--- src/rtl/core/qnorm_pkg.sv ---
package qnorm_pkg;

    localparam int COMPONENT_BITS_DEF = 16;
    localparam int FRACTION_BITS_DEF  = 14;

endpackage

--- src/rtl/core/qnorm_sqrt_cell.sv ---
module qnorm_sqrt_cell
    import qnorm_pkg::*;
#(
    parameter int SUM_BITS  = 34,
    parameter int ROOT_BITS = 17,
    parameter int STEP      = 0,
    parameter int PAY_BITS  = 64
) (
    input  logic                 i_clk,
    input  logic                 i_rst_n,
    input  logic                 i_en,
    input  logic                 i_valid,
    input  logic [SUM_BITS-1:0]  i_rem,
    input  logic [ROOT_BITS-1:0] i_root,
    input  logic [PAY_BITS-1:0]  i_pay,
    output logic                 o_valid,
    output logic [SUM_BITS-1:0]  o_rem,
    output logic [ROOT_BITS-1:0] o_root,
    output logic [PAY_BITS-1:0]  o_pay
);

    localparam int SHIFT = 2 * (ROOT_BITS - 1 - STEP);

    logic [SUM_BITS+1:0] w_trial;
    logic [SUM_BITS+1:0] w_rem_ext;
    logic [ROOT_BITS-1:0] w_bit;

    assign w_bit     = ROOT_BITS'(1) << (ROOT_BITS - 1 - STEP);
    assign w_rem_ext = {2'b00, i_rem};
    assign w_trial   = ({(SUM_BITS + 2 - ROOT_BITS)'(0), i_root} << (ROOT_BITS - STEP))
                     + ((SUM_BITS + 2)'(1) << SHIFT);

    always_ff @(posedge i_clk) begin
        if (!i_rst_n) begin
            o_valid <= 1'b0;
        end else if (i_en) begin
            o_valid <= i_valid;
        end
    end

    always_ff @(posedge i_clk) begin
        if (i_en) begin
            o_pay <= i_pay;
            if (w_rem_ext >= w_trial) begin
                o_rem  <= SUM_BITS'(w_rem_ext - w_trial);
                o_root <= i_root | w_bit;
            end else begin
                o_rem  <= i_rem;
                o_root <= i_root;
            end
        end
    end

endmodule

--- config.mk ---
export PLATFORM = sky130hd
export DESIGN_NAME = qnorm_sqrt_cell
export DESIGN_NICKNAME = d
export VERILOG_FILES = /design/src/rtl/core/qnorm_pkg.sv /design/src/rtl/core/qnorm_sqrt_cell.sv
export SDC_FILE = /design/constraint.sdc
export NUM_CORES = 1
export LEC_CHECK = 0
export BUFFER_PORTS_ARGS = -buffer_cell sky130_fd_sc_hd__buf_2
export CAP_MARGIN = 20
export CORE_ASPECT_RATIO = 0.6
export CORE_MARGIN = 10
export CORE_UTILIZATION = 45
export DETAILED_ROUTE_END_ITERATION = 16
export PLACE_DENSITY = 0.8
export REMOVE_ABC_BUFFERS = 1
export SLEW_MARGIN = 20
export SYNTH_ARGS = -nofsm -noshare
export SYNTH_HDL_FRONTEND = slang
export SYNTH_SLANG_ARGS = --single-unit
export TNS_END_PERCENT = 1
--- constraint.sdc ---
create_clock -name i_clk -period 3.75 [get_ports i_clk]
set_input_delay 0.5625 -clock i_clk [delete_from_list [all_inputs] [get_ports i_clk]]
set_output_delay 0.5625 -clock i_clk [all_outputs]
set_load 0.05 [all_outputs]
# Yosys cells after proc, flatten, opt, wreduce, memory -nomap -nowiden
# Index checks and enable logic that the tools add are counted.
[word_totals]
register_bits = 116
inputBits = 119
out_inout_bits = 116
[op_classes]
add_sub_neg = 2
magnitude_cmp = 1
muxes = 1
[op_table]
columns = ["cell", "count"]
rows = [
  ["adder 34 x 33 -> 35 bit, second input constant", 1],
  [">= comparator 34 x 35 -> 1 bit", 1],
  ["2-to-1 mux 34 bit", 1],
  ["subtractor 34 bit", 1],
]

# Logic depth before layout (Yosys ltp)
[depth]
word_depth = 3
ltp_mapped = 11
mapped_depth_nobuf = 9

# Least setup slack after synthesis
# OpenSTA, ideal clock, no wires.
[synth_timing]
kind = "input port to flip-flop"
startpoint = "in i_rem[17]"
endpoint = "reg o_rem[27], data pin"
setup_time_ns = 0.260
arrival_time_ns = 2.829
setup_slack_ns = 0.661
cell_stages = 11
n_path_buf = 2
path_cell_list = "inv_1 ha_1 fa_1 nand2b_1 a21oi_2 o2111ai_2 a2111oi_4 or2_1 buf_6 buf_12 mux2_4"
[synth_via]
elab_chain_cells = 2
elab_cells_between_ends = 3
[synth_lines]
columns = ["item", "line_no", "rtl"]
rows = [
  ["start, declared", "qnorm_sqrt_cell.sv:13", "input logic [SUM_BITS-1:0] i_rem,"],
  ["subtractor 34 bit or >= comparator 34 x 35 -> 1 bit (tied branches)", "qnorm_sqrt_cell.sv:45, qnorm_sqrt_cell.sv:44", ""],
  ["2-to-1 mux 34 bit (*)", "qnorm_sqrt_cell.sv:44", "if (w_rem_ext >= w_trial) begin"],
  ["end signal, assigned", "qnorm_sqrt_cell.sv:45", "o_rem <= SUM_BITS'(w_rem_ext - w_trial);"],
  ["end signal, assigned", "qnorm_sqrt_cell.sv:48", "o_rem <= i_rem;"],
  ["end, declared", "qnorm_sqrt_cell.sv:17", "output logic [SUM_BITS-1:0] o_rem,"],
]
# Every way passes the cells marked *; elsewhere a longest branch is shown, timed or not.
# A chain may end at the register's enable or synchronous reset.

# Worst setup path after layout
[layout_timing]
startpoint = "in i_rem[17]"
endpoint = "reg o_rem[23], data pin"
# The elaborated chain is that of the path after synthesis.

==> flow_metrics.py <==
metrics = {
    "sta": {
        "post-route-period-util_pct": 78.03,
        "tightest_slew_ns": 0.6259,
        "rsz0062_at_grt": "no",
        "fin_skew_ns": 0,
        "drv_slew": 0,
        "period_needed_ns": 2.926,
        "holdWs_ns": 0.3324,
        "setup_ws_ns": 0.8240,
        "fin_tns_setup_ns": 0,
        "setup_violations": 0,
        "fmax_mhz": 341.8,
        "maxSlewHeadroom_pct": 57.74,
        "hold_viol": 0,
    },
    "route": {
        "wl_per_cell_um": 20.78,
        "dr_total_vias": 3473,
        "drc_errors": 0,
        "routed_wl_mm": 14.36,
        "drt_iter0_markers": 167,
        "postRouteAntennaNets": 0,
        "vias_per_cell": 5.026,
        "drtPass1Iterations": 6,
    },
    "clock_network": {
        "cts_setup_buffers": 0,
        "numCtsBuffers": 17,
        "ctsResizeCount": 0,
        "clkSinkCount": 116,
        "clockRootBuffer": "clkbuf_16",
        "cts_tree": "yes",
        "clk_latency_ns": 0.40,
        "path_clk_slew_ns": 0.06,
        "cts_buffer_depth": 2,
        "htree_levels": 4,
        "cts_hold_buf": 0,
    },
    "critical_path": {
        "critPathLaunchType": "input pin",
        "critPathMaxFanout": 17,
        "end_kind": "flip-flop",
        "crit_start": "i_rem[17]",
        "reg2reg_setup_slack_ns": 3.17,
        "cp.arrival_ns": 3.08,
        "r2r-start": "o_valid",
        "worstPathRequired_ns": 3.90,
        "path_class": "input pin to flip-flop",
    },
    "die": {
        "num_rows": 28,
        "start_util_pct": 47.18,
        "die_h_um": 99.53,
        "coreArea_um2": 10050,
        "die_area_um2": 15180,
        "die_w_um": 152.5,
        "ios": 235,
    },
    "logic_synthesis": {
        "yosys_most_used_dff": "edfxtp_1",
        "async_flop_share_pct": 0,
        "synth.distinct_cells": 46,
        "syn_avg_cell_area_um2": 16.36,
        "yosys-top-cells-area": "edfxtp_1 73%, ha_1 4.7%, a21oi_1 2.2%",
        "yosysWarnings": 0,
        "ys_seq_elements": 116,
        "synth_area_um2": 4743,
        "ys_seq_area_share_pct": 73.23,
        "syn_inst": 290,
        "synth_top_cell_area_share_pct": 72.80,
        "synth_top_area_cell": "edfxtp_1",
        "synth_edf_count": 115,
    },
    "pwr": {
        "p_seq_share_pct": 38.6,
        "ir_worst_vdd_v": 0.0003172,
        "p_clk_share_pct": 40.8,
        "power_frac_comb_pct": 20.7,
        "internal_power_w": 0.002848,
        "p_per_area_nw_per_um2": 614.8,
        "switching_share_pct": 30.91,
        "switchingPower_w": 0.001274,
        "p_leak_nw": 2.937,
    },
    "place": {
        "dp_hpwl_mm": 11.24,
        "port_buffers": 234,
        "pre_cts_ws_ns": 0.4033,
        "gp_congestion": 0.8716,
    },
    "cells_and_area": {
        "area_growth_pct": 41.36,
        "multiInputGateArea_um2": 1164,
        "seq_area_um2": 3473,
        "final_common_cell": "buf_2",
        "final_nets": 680,
        "layout_common_cells": "233 x buf_2, 115 x edfxtp_1, 21 x a21oi_1",
        "drive_gt1_share_pct": 51.17,
        "fillers": 741,
    },
    "hold_path": {
        "holdCritPathClass": "input pin to flip-flop",
        "hold_path_startpoint": "i_pay[62]",
    },
    "global_route": {
        "grt_antenna_before_repair": 0,
        "track_usage_pct": 18.23,
        "grt_max_degree": 86,
        "gr-total-overflow": 0,
        "grt_pass1_wl_mm": 21.42,
        "grt_pass1_vias": 3660,
    },
    "run": {
        "drv_cap": 0,
    },
    "status": {
        "status": "completed",
    },
}
-- Yosys cell counts, types with 2 or more instances --
| library cell | n |
|---|---|
| mux2_4 | 5 |
| and3_1 | 2 |
| a21oi_1 | 21 |
| inv_1 | 18 |
| ha_1 | 18 |
| nand2_1 | 15 |
| a211oi_1 | 2 |
| nor4_1 | 5 |
| o21ai_0 | 7 |
| a21boi_0 | 2 |
| nand2b_1 | 5 |
| a21o_1 | 4 |
| and2_1 | 2 |
| nor2_1 | 9 |
| xor2_1 | 6 |
| edfxtp_1 | 115 |
| nor3_1 | 5 |
| o211ai_1 | 5 |
| mux2_2 | 7 |
| clkbuf_1 | 2 |
| o31ai_1 | 2 |
| xnor2_1 | 6 |
| nor2b_1 | 2 |
| nand4_1 | 3 |
-- logic make-up after synthesis --
logic type	after synthesis	share of synthesized area (%)
xor gates and xnor gates	12	2.216
buffers and inverters	22	2.242
adders and majority gates	19	5.170
muxes	13	3.456
DFF	116	73.23
and+or+nand+nor	54	5.882
AOI/OAI and AO/OA	54	7.808
-- metrics by stage --
stage               total power (W)  util [%]  area, µm²  cells
global route               0.004258     66.66       6703    690
finish                     0.004123     66.69       6705    691
floorplan                  0.002207         -       4705    286
detailed placement         0.002471     60.49       6082    658
global placement           0.002453     60.49       6082    658
CTS                        0.004163     66.66       6703    690
-- registers in the layout, indices dropped and copies added (netlist names) --
| name | flops |
|---|---|
| o_rem | 34 |
| o_pay | 64 |
| o_root | 17 |
| o_valid | 1 |
-- final cells by class --
type                            instances  share of cell area, %
Sequential cell                       116                  51.80
Inverter                               18                  1.008
Clock inverter                         15                  2.911
Tap cell                              135                  2.519
Timing Repair Buffer                  237                  18.03
Multi-Input combinational cell        152                  17.35
Clock buffer                           17                  6.344
Antenna cell                            1                0.03732
-- power groups by stage --
| stage | sequential (W) | combinational [W] | clock, W |
|---|---|---|---|
| 6_report | 0.00159 | 0.000853 | 0.00168 |
| 3_3_place_gp | 0.00161 | 0.000843 | 0 |
| 2_1_floorplan | 0.00202 | 0.000185 | 0 |
| 5_1_grt | 0.00160 | 0.000899 | 0.00176 |
| 3_5_place_dp | 0.00161 | 0.000856 | 0 |
| 4_1_cts | 0.00159 | 0.000859 | 0.00171 |
-- final timing paths --
kind                            cells past startpoint   endpoint
worst max-delay path                               11  o_rem[23]
worst min register to register                      2    o_valid
worst min-delay path                                1  o_pay[62]
worst max register to register                      2    o_valid
-- per-layer routing --
layer	GRT usage [%]	vias up	wire length (µm)
met5	0	-	0
met4	4.964	0	190
met3	7.785	16	1244
met2	31.10	161	7122
met1	20.78	1664	5804
li1	-	1632	-
-- worst max-delay path, cell delays in order --
cell and delay [ns]:
buf_2 0.09, inv_1 0.04, ha_1 0.22, fa_1 0.41
nand2b_1 0.19, a21oi_2 0.19, o2111ai_2 0.23, a2111oi_4 0.36
or2_1 0.15, buf_4 0.27, mux2_2 0.37
Note: power is estimated with default switching activity, not from simulation.
