===== config.mk =====
export PLATFORM = sky130hd
export DESIGN_NAME = qnorm_div_cell
export DESIGN_NICKNAME = d
export VERILOG_FILES = /design/src/rtl/core/qnorm_pkg.sv /design/src/rtl/core/qnorm_div_cell.sv
export SDC_FILE = /design/constraint.sdc
export NUM_CORES = 1
export LEC_CHECK = 0
export BUFFER_PORTS_ARGS = -buffer_cell sky130_fd_sc_hd__buf_4
export CAP_MARGIN = 10
export CORE_AREA = 2 2 211 213
export DETAILED_ROUTE_END_ITERATION = 10
export DIE_AREA = 0 0 213 215
export PLACE_DENSITY = 0.53
export SLEW_MARGIN = 20
export SYNTH_ARGS = -nofsm -noshare
export SYNTH_HDL_FRONTEND = slang
export SYNTH_SLANG_ARGS = --single-unit

===== constraint.sdc =====
create_clock -name i_clk -period 5 [get_ports i_clk]
set_input_delay 0.75 -clock i_clk [delete_from_list [all_inputs] [get_ports i_clk]]
set_output_delay 0.75 -clock i_clk [all_outputs]
set_load 0.03 [all_outputs]

===== src/rtl/core/qnorm_pkg.sv =====
package qnorm_pkg;

    localparam int COMPONENT_BITS_DEF = 16;
    localparam int FRACTION_BITS_DEF  = 14;

endpackage


===== src/rtl/core/qnorm_div_cell.sv =====
module qnorm_div_cell
    import qnorm_pkg::*;
#(
    parameter int NUM_BITS = 31,
    parameter int DEN_BITS = 17,
    parameter int STEP     = 0,
    parameter int PAY_BITS = 64
) (
    input  logic                      i_clk,
    input  logic                      i_rst_n,
    input  logic                      i_en,
    input  logic                      i_valid,
    input  logic [DEN_BITS-1:0]       i_den,
    input  logic [4*DEN_BITS-1:0]     i_rem,
    input  logic [4*NUM_BITS-1:0]     i_num,
    input  logic [PAY_BITS-1:0]       i_pay,
    output logic                      o_valid,
    output logic [DEN_BITS-1:0]       o_den,
    output logic [4*DEN_BITS-1:0]     o_rem,
    output logic [4*NUM_BITS-1:0]     o_num,
    output logic [PAY_BITS-1:0]       o_pay
);

    logic [4*DEN_BITS-1:0] n_rem;
    logic [4*NUM_BITS-1:0] n_num;

    always_comb begin
        logic [DEN_BITS:0] t;
        for (int k = 0; k < 4; k++) begin
            t = {i_rem[k*DEN_BITS +: DEN_BITS], i_num[k*NUM_BITS + NUM_BITS-1]};
            n_num[k*NUM_BITS +: NUM_BITS] = {i_num[k*NUM_BITS +: NUM_BITS-1], 1'b0};
            if (t >= {1'b0, i_den}) begin
                t = t - {1'b0, i_den};
                n_num[k*NUM_BITS] = 1'b1;
            end
            n_rem[k*DEN_BITS +: DEN_BITS] = t[DEN_BITS-1:0];
        end
    end

    always_ff @(posedge i_clk) begin
        if (!i_rst_n) begin
            o_valid <= 1'b0;
        end else if (i_en) begin
            o_valid <= i_valid;
        end
    end

    always_ff @(posedge i_clk) begin
        if (i_en) begin
            o_den <= i_den;
            o_rem <= n_rem;
            o_num <= n_num;
            o_pay <= i_pay;
        end
    end

endmodule


### Word-level counts from Yosys, hierarchy flattened

Cells that the tools add are included.

| operators by class | value |
|---|---|
| add/sub/neg operators | 4 |
| order comparisons | 4 |
| muxes and demuxes | 8 |

Operators by type and width:

| kind | number |
|---|---|
| >= comparator 18 x 17 -> 1 bit | 4 |
| 2-to-1 mux 17 bit | 4 |
| subtractor 17 bit | 4 |
| 2-to-1 mux 1 bit | 4 |

| storage, ports and cells | value |
|---|---|
| register bits | 274 |
| bits of input ports | 277 |
| output and inout bits | 274 |
| word-level logic and storage cells | 21 |

### Longest topological paths before layout

| depth | value |
|---|---|
| word-level depth | 2 |
| gate-level depth with buffers | 11 |
| mapped depth without buffers | 10 |

### Worst setup path after synthesis

Ideal clock, no wire load.

| timing path | value |
|---|---|
| path type | input to register |
| start | in i_num[61] |
| end | reg o_rem[26] (data pin) |
| setup time | 260 ps |
| arrival time | 3,013 ps |
| data required time | 4,740 ps |
| slack | 1,726 ps |
| stages | 11 |
| path buffers | 1 |
| cells stage by stage | inv_1 > ha_1 > inv_1 > fa_1 > a211oi_2 > o21bai_1 > a211oi_2 > o21bai_1 > a211oi_4 > buf_8 > mux2_4 |

| between the ends | value |
|---|---|
| word-level cells in the longest chain between the ends | 2 |

RTL lines:

| element | RTL line | source |
|---|---|---|
| start: declaration | qnorm_div_cell.sv:15 | `input logic [4*NUM_BITS-1:0] i_num,` |
| subtractor 17 bit / >= comparator 18 x 17 -> 1 bit (equally long branches) | qnorm_div_cell.sv:33, qnorm_div_cell.sv:32 |  |
| 2-to-1 mux 17 bit (*) | qnorm_div_cell.sv:32 | `if (t >= {1'b0, i_den}) begin` |
| named net n_rem[26] | qnorm_div_cell.sv:24 | `logic [4*DEN_BITS-1:0] n_rem;` |
| end signal: assignment | qnorm_div_cell.sv:51 | `o_rem <= n_rem;` |
| end: declaration | qnorm_div_cell.sv:19 | `output logic [4*DEN_BITS-1:0] o_rem,` |

The timed path passes the listed nets; every way through them passes the cells marked *.
A chain may end at the register's enable or synchronous reset.

### Worst setup path after layout

| timing path | value |
|---|---|
| start | in i_num[61] |
| end | reg o_rem[24] (data pin) |

Same word-level chain as after synthesis.

==> metrics.log <==
INFO  metric run_status = finished clean
INFO  metric cts_hold_buffers = 0
INFO  metric synth-adder-area-share = 0.0733
INFO  metric synth_warnings = 0
INFO  metric detail_route.first_pass.iterations = 7
INFO  metric setup.worst_path.end_class = flop
INFO  metric antenna_violating_nets_post_route = 0
INFO  metric detailedRoute.firstIterationViolations = 637
INFO  metric row_count = 77
INFO  metric cts.clk_slew.worst_paths = 60 ps
INFO  metric totalNegativeSetupSlack = 0 ps
INFO  metric synthXorXnorAreaFrac = 0.0324
INFO  metric synth_compound_area_frac = 0.118
INFO  metric postLayoutCellArea = 18700 µm²
INFO  metric setup.worst_path.class = in2reg
INFO  metric port-buffer-count = 550
INFO  metric detail_route.drc_violations = 0
INFO  metric leakagePower = 7.88 nW
INFO  metric post_synthesis_async_set_or_reset_flop_share = 0
INFO  metric tritoncts = done
INFO  metric share_seq_of_total_power = 0.398
INFO  metric critical_path_arrival = 3640 ps
INFO  metric hp-class = in2reg
INFO  metric wl_cell = 23.7 µm
INFO  metric post_cts_resize_count = 0
INFO  metric detail_route.vias_per_cell = 4.80
INFO  metric core-area = 43600 µm²
INFO  metric synthFlopType = sky130_fd_sc_hd__edfxtp_1
INFO  metric finalSetupViolCount = 0
INFO  metric critPathRequiredTime = 5280 ps
INFO  metric path_max_fanout = 11
INFO  metric seq_area_frac_synth = 0.647
INFO  metric vias = 10.0k
INFO  metric floorplan.die_area = 45800 µm²
INFO  metric grt_pass1_wl = 68.1 mm
INFO  metric vdd_ir_drop_max = 0.181 mV
INFO  metric grt_pass1_vias = 9982
INFO  metric cts-root-buf = sky130_fd_sc_hd__clkbuf_16
INFO  metric hold_violations = 0
INFO  metric grt_max_degree = 112
INFO  metric post_cts_setup_buffer_count = 0
INFO  metric grt_util_all_layers = 0.207
INFO  metric area_delta_synth_final = 47.2%
INFO  metric grt_antenna_before_repair = 14
INFO  metric synth_mux_area_frac = 0.0445
INFO  metric clock_skew = 0 ps
INFO  metric netlist_instances = 902
INFO  metric die_h = 215 µm
INFO  metric global_route.overflow_total = 0
INFO  metric layoutNonFillerInstCount = 2087
INFO  metric syn_avg_cell_area = 14.1 µm²
INFO  metric start_util = 0.291
INFO  metric netlist-cell-type-count = 64
INFO  metric die-width = 213 µm
INFO  metric finalCritPeriodShare = 0.672
INFO  metric slew_headroom = 0.370
INFO  metric maxCapViolCount = 0
INFO  metric mostFrequentLayoutCells = sky130_fd_sc_hd__buf_4, sky130_fd_sc_hd__edfxtp_1, sky130_fd_sc_hd__a21oi_1
INFO  metric syn_nets = 1251
INFO  metric synth_edf_count = 273
INFO  metric worst_slew_pin_slew = 945 ps
INFO  metric layout_cell_share_with_drive_strength_beyond_1 = 0.441
INFO  metric htree_levels = 2
INFO  metric timing.critical_path.from_type = input port
INFO  metric number_of_storage_elements_in_the_synthesis_netlist = 274
INFO  metric io_pins = 551
INFO  metric cellInternalPower = 5.10 mW
INFO  metric cts-buffers-inserted = 35
INFO  metric power.clock.fraction = 0.357
INFO  metric post-place-cells = 2026
INFO  metric max-clock-path-buffers = 3
INFO  metric clk_latency_worst_skew_pair = 530 ps
INFO  metric finalMaxSlewViolations = 0
INFO  metric synth-simple-area-share = 0.0634
INFO  metric detailedPlacementHpwl = 38.6 mm
INFO  metric power.share.switching = 0.296
INFO  metric final_util = 0.428
INFO  metric final_net_count = 1820
INFO  metric syn_area = 12700 µm²
INFO  metric period_minus_slack = 3360 ps
INFO  metric switchingPower = 2.15 mW
INFO  metric rd_place_congestion = 0.880
INFO  metric layout_commonest_cell = sky130_fd_sc_hd__buf_4
INFO  metric power_frac_comb = 0.245
INFO  metric largest_family_of_logic_cells_by_synthesized_area = compound AO/OA/AOI/OAI gates
INFO  metric rsz0062_at_grt = false
INFO  metric cts.sinks = 274
INFO  metric clock.fmax = 298 MHz
INFO  metric power_density = 388 nW/µm²
INFO  metric placedInstanceArea = 17500 µm²
INFO  metric wl = 49.4 mm
INFO  metric nFillCells = 4127
## per-stage QoR
step                power [mW]  setup slack, ps  hold slack, ps
global route              7.53             1440             348
floorplan                 3.92             1730             640
CTS                       7.35             1660             343
finish                    7.25             1640             385
global placement          4.71             1100             551
detailed placement        4.71             1100             557
## synthesized netlist by cell type (2+ instances only)
master                        n  share of area
sky130_fd_sc_hd__a211oi_2     2         0.0020
sky130_fd_sc_hd__nand2b_1     8         0.0039
sky130_fd_sc_hd__o21bai_1     7         0.0041
sky130_fd_sc_hd__nand4_1     15         0.0074
sky130_fd_sc_hd__buf_2        5         0.0020
sky130_fd_sc_hd__a211o_1      3         0.0021
sky130_fd_sc_hd__fa_1         4         0.0063
sky130_fd_sc_hd__inv_1       42          0.012
sky130_fd_sc_hd__a31oi_1     12         0.0059
sky130_fd_sc_hd__nand3b_1     4         0.0024
sky130_fd_sc_hd__ha_1        68          0.067
sky130_fd_sc_hd__or3_1        4         0.0020
sky130_fd_sc_hd__clkbuf_1    17         0.0050
sky130_fd_sc_hd__a21boi_0     2         0.0012
sky130_fd_sc_hd__a41oi_1      3         0.0021
sky130_fd_sc_hd__nor2b_1      8         0.0039
sky130_fd_sc_hd__a211oi_1    14         0.0083
sky130_fd_sc_hd__o31ai_1      6         0.0035
sky130_fd_sc_hd__o21ai_0     41          0.016
sky130_fd_sc_hd__o2111ai_1    4         0.0028
sky130_fd_sc_hd__and2_1       5         0.0025
sky130_fd_sc_hd__and4_1       2         0.0014
sky130_fd_sc_hd__xor2_1      19          0.013
sky130_fd_sc_hd__mux2i_1      4         0.0032
sky130_fd_sc_hd__a21oi_1     76          0.030
sky130_fd_sc_hd__mux2_4      14          0.017
sky130_fd_sc_hd__nand2_1     34          0.010
sky130_fd_sc_hd__nand3_1     11         0.0043
sky130_fd_sc_hd__edfxtp_1   273           0.65
sky130_fd_sc_hd__nor3_1       6         0.0024
sky130_fd_sc_hd__xnor2_1     28          0.019
sky130_fd_sc_hd__nor2_1      64          0.019
sky130_fd_sc_hd__o211ai_1     9         0.0053
sky130_fd_sc_hd__or2_2        2        0.00098
sky130_fd_sc_hd__mux2_2      28          0.025
sky130_fd_sc_hd__o31a_1       3         0.0021
sky130_fd_sc_hd__o21a_1      12         0.0071
sky130_fd_sc_hd__and3_1       3         0.0015
sky130_fd_sc_hd__a21o_1      15         0.0089
## flip-flops by register name (all words and copies together), names as in the netlist
name	count
o_valid	1
o_pay	64
o_num	124
o_rem	68
o_den	17
## power by group through the flow
stage	combinational, mW	clock (mW)	sequential (mW)
finish	1.78	2.59	2.88
global route	1.89	2.74	2.91
CTS	1.79	2.67	2.89
detailed placement	1.78	0	2.93
global placement	1.78	0	2.93
floorplan	0.538	0	3.38
## worst paths after layout
path / cells past startpoint / startpoint / slack (ps) / to
worst max register to register: 2 / o_valid / 4340 / o_valid
worst min-delay path: 1 / i_num[17] / 380 / o_num[18]
worst max-delay path: 12 / i_num[61] / 1640 / o_rem[24]
worst min register to register: 2 / o_valid / 570 / o_valid
## critical path, cell delays in order
cell and delay (ps):
sky130_fd_sc_hd__buf_4 110, sky130_fd_sc_hd__inv_1 80, sky130_fd_sc_hd__ha_1 180, sky130_fd_sc_hd__inv_1 60
sky130_fd_sc_hd__fa_1 430, sky130_fd_sc_hd__a211oi_2 240, sky130_fd_sc_hd__o21bai_1 140, sky130_fd_sc_hd__a211oi_2 260
sky130_fd_sc_hd__o21bai_1 140, sky130_fd_sc_hd__a211oi_4 570, sky130_fd_sc_hd__buf_4 320, sky130_fd_sc_hd__mux2_2 360
## logic make-up (layout without fill, tap and decap cells)
| logic type | after synthesis | in the layout |
|---|---|---|
| flip-flops | 274 | 274 |
| AND/OR/NAND/NOR | 169 | 169 |
| buffers and inverters | 67 | 659 |
| XOR/XNOR | 47 | 47 |
| AO/OA/AOI/OAI | 227 | 227 |
| adder cells (fa/ha/maj) | 72 | 72 |
| multiplexers | 46 | 46 |
| other | 0 | 1 |
## routing by layer
layer | wire length (µm) | global-route usage
met1 | 18600 | 0.235
met4 | 1550 | 0.0681
met5 | 166 | 0
met3 | 5080 | 0.0877
met2 | 24000 | 0.351
## final cells by class
class | instances | area [µm²] | share of cell area
repair buffers | 557 | 4200 | 0.225
well taps | 592 | 741 | 0.0396
inverters | 42 | 158 | 0.00843
clock buffers | 48 | 986 | 0.0527
multi-input cells | 561 | 4210 | 0.225
diodes | 1 | 2.50 | 0.000134
clock inverters | 12 | 175 | 0.00937
flip-flops and latches | 274 | 8220 | 0.440
(Power assumes the default switching activity.)
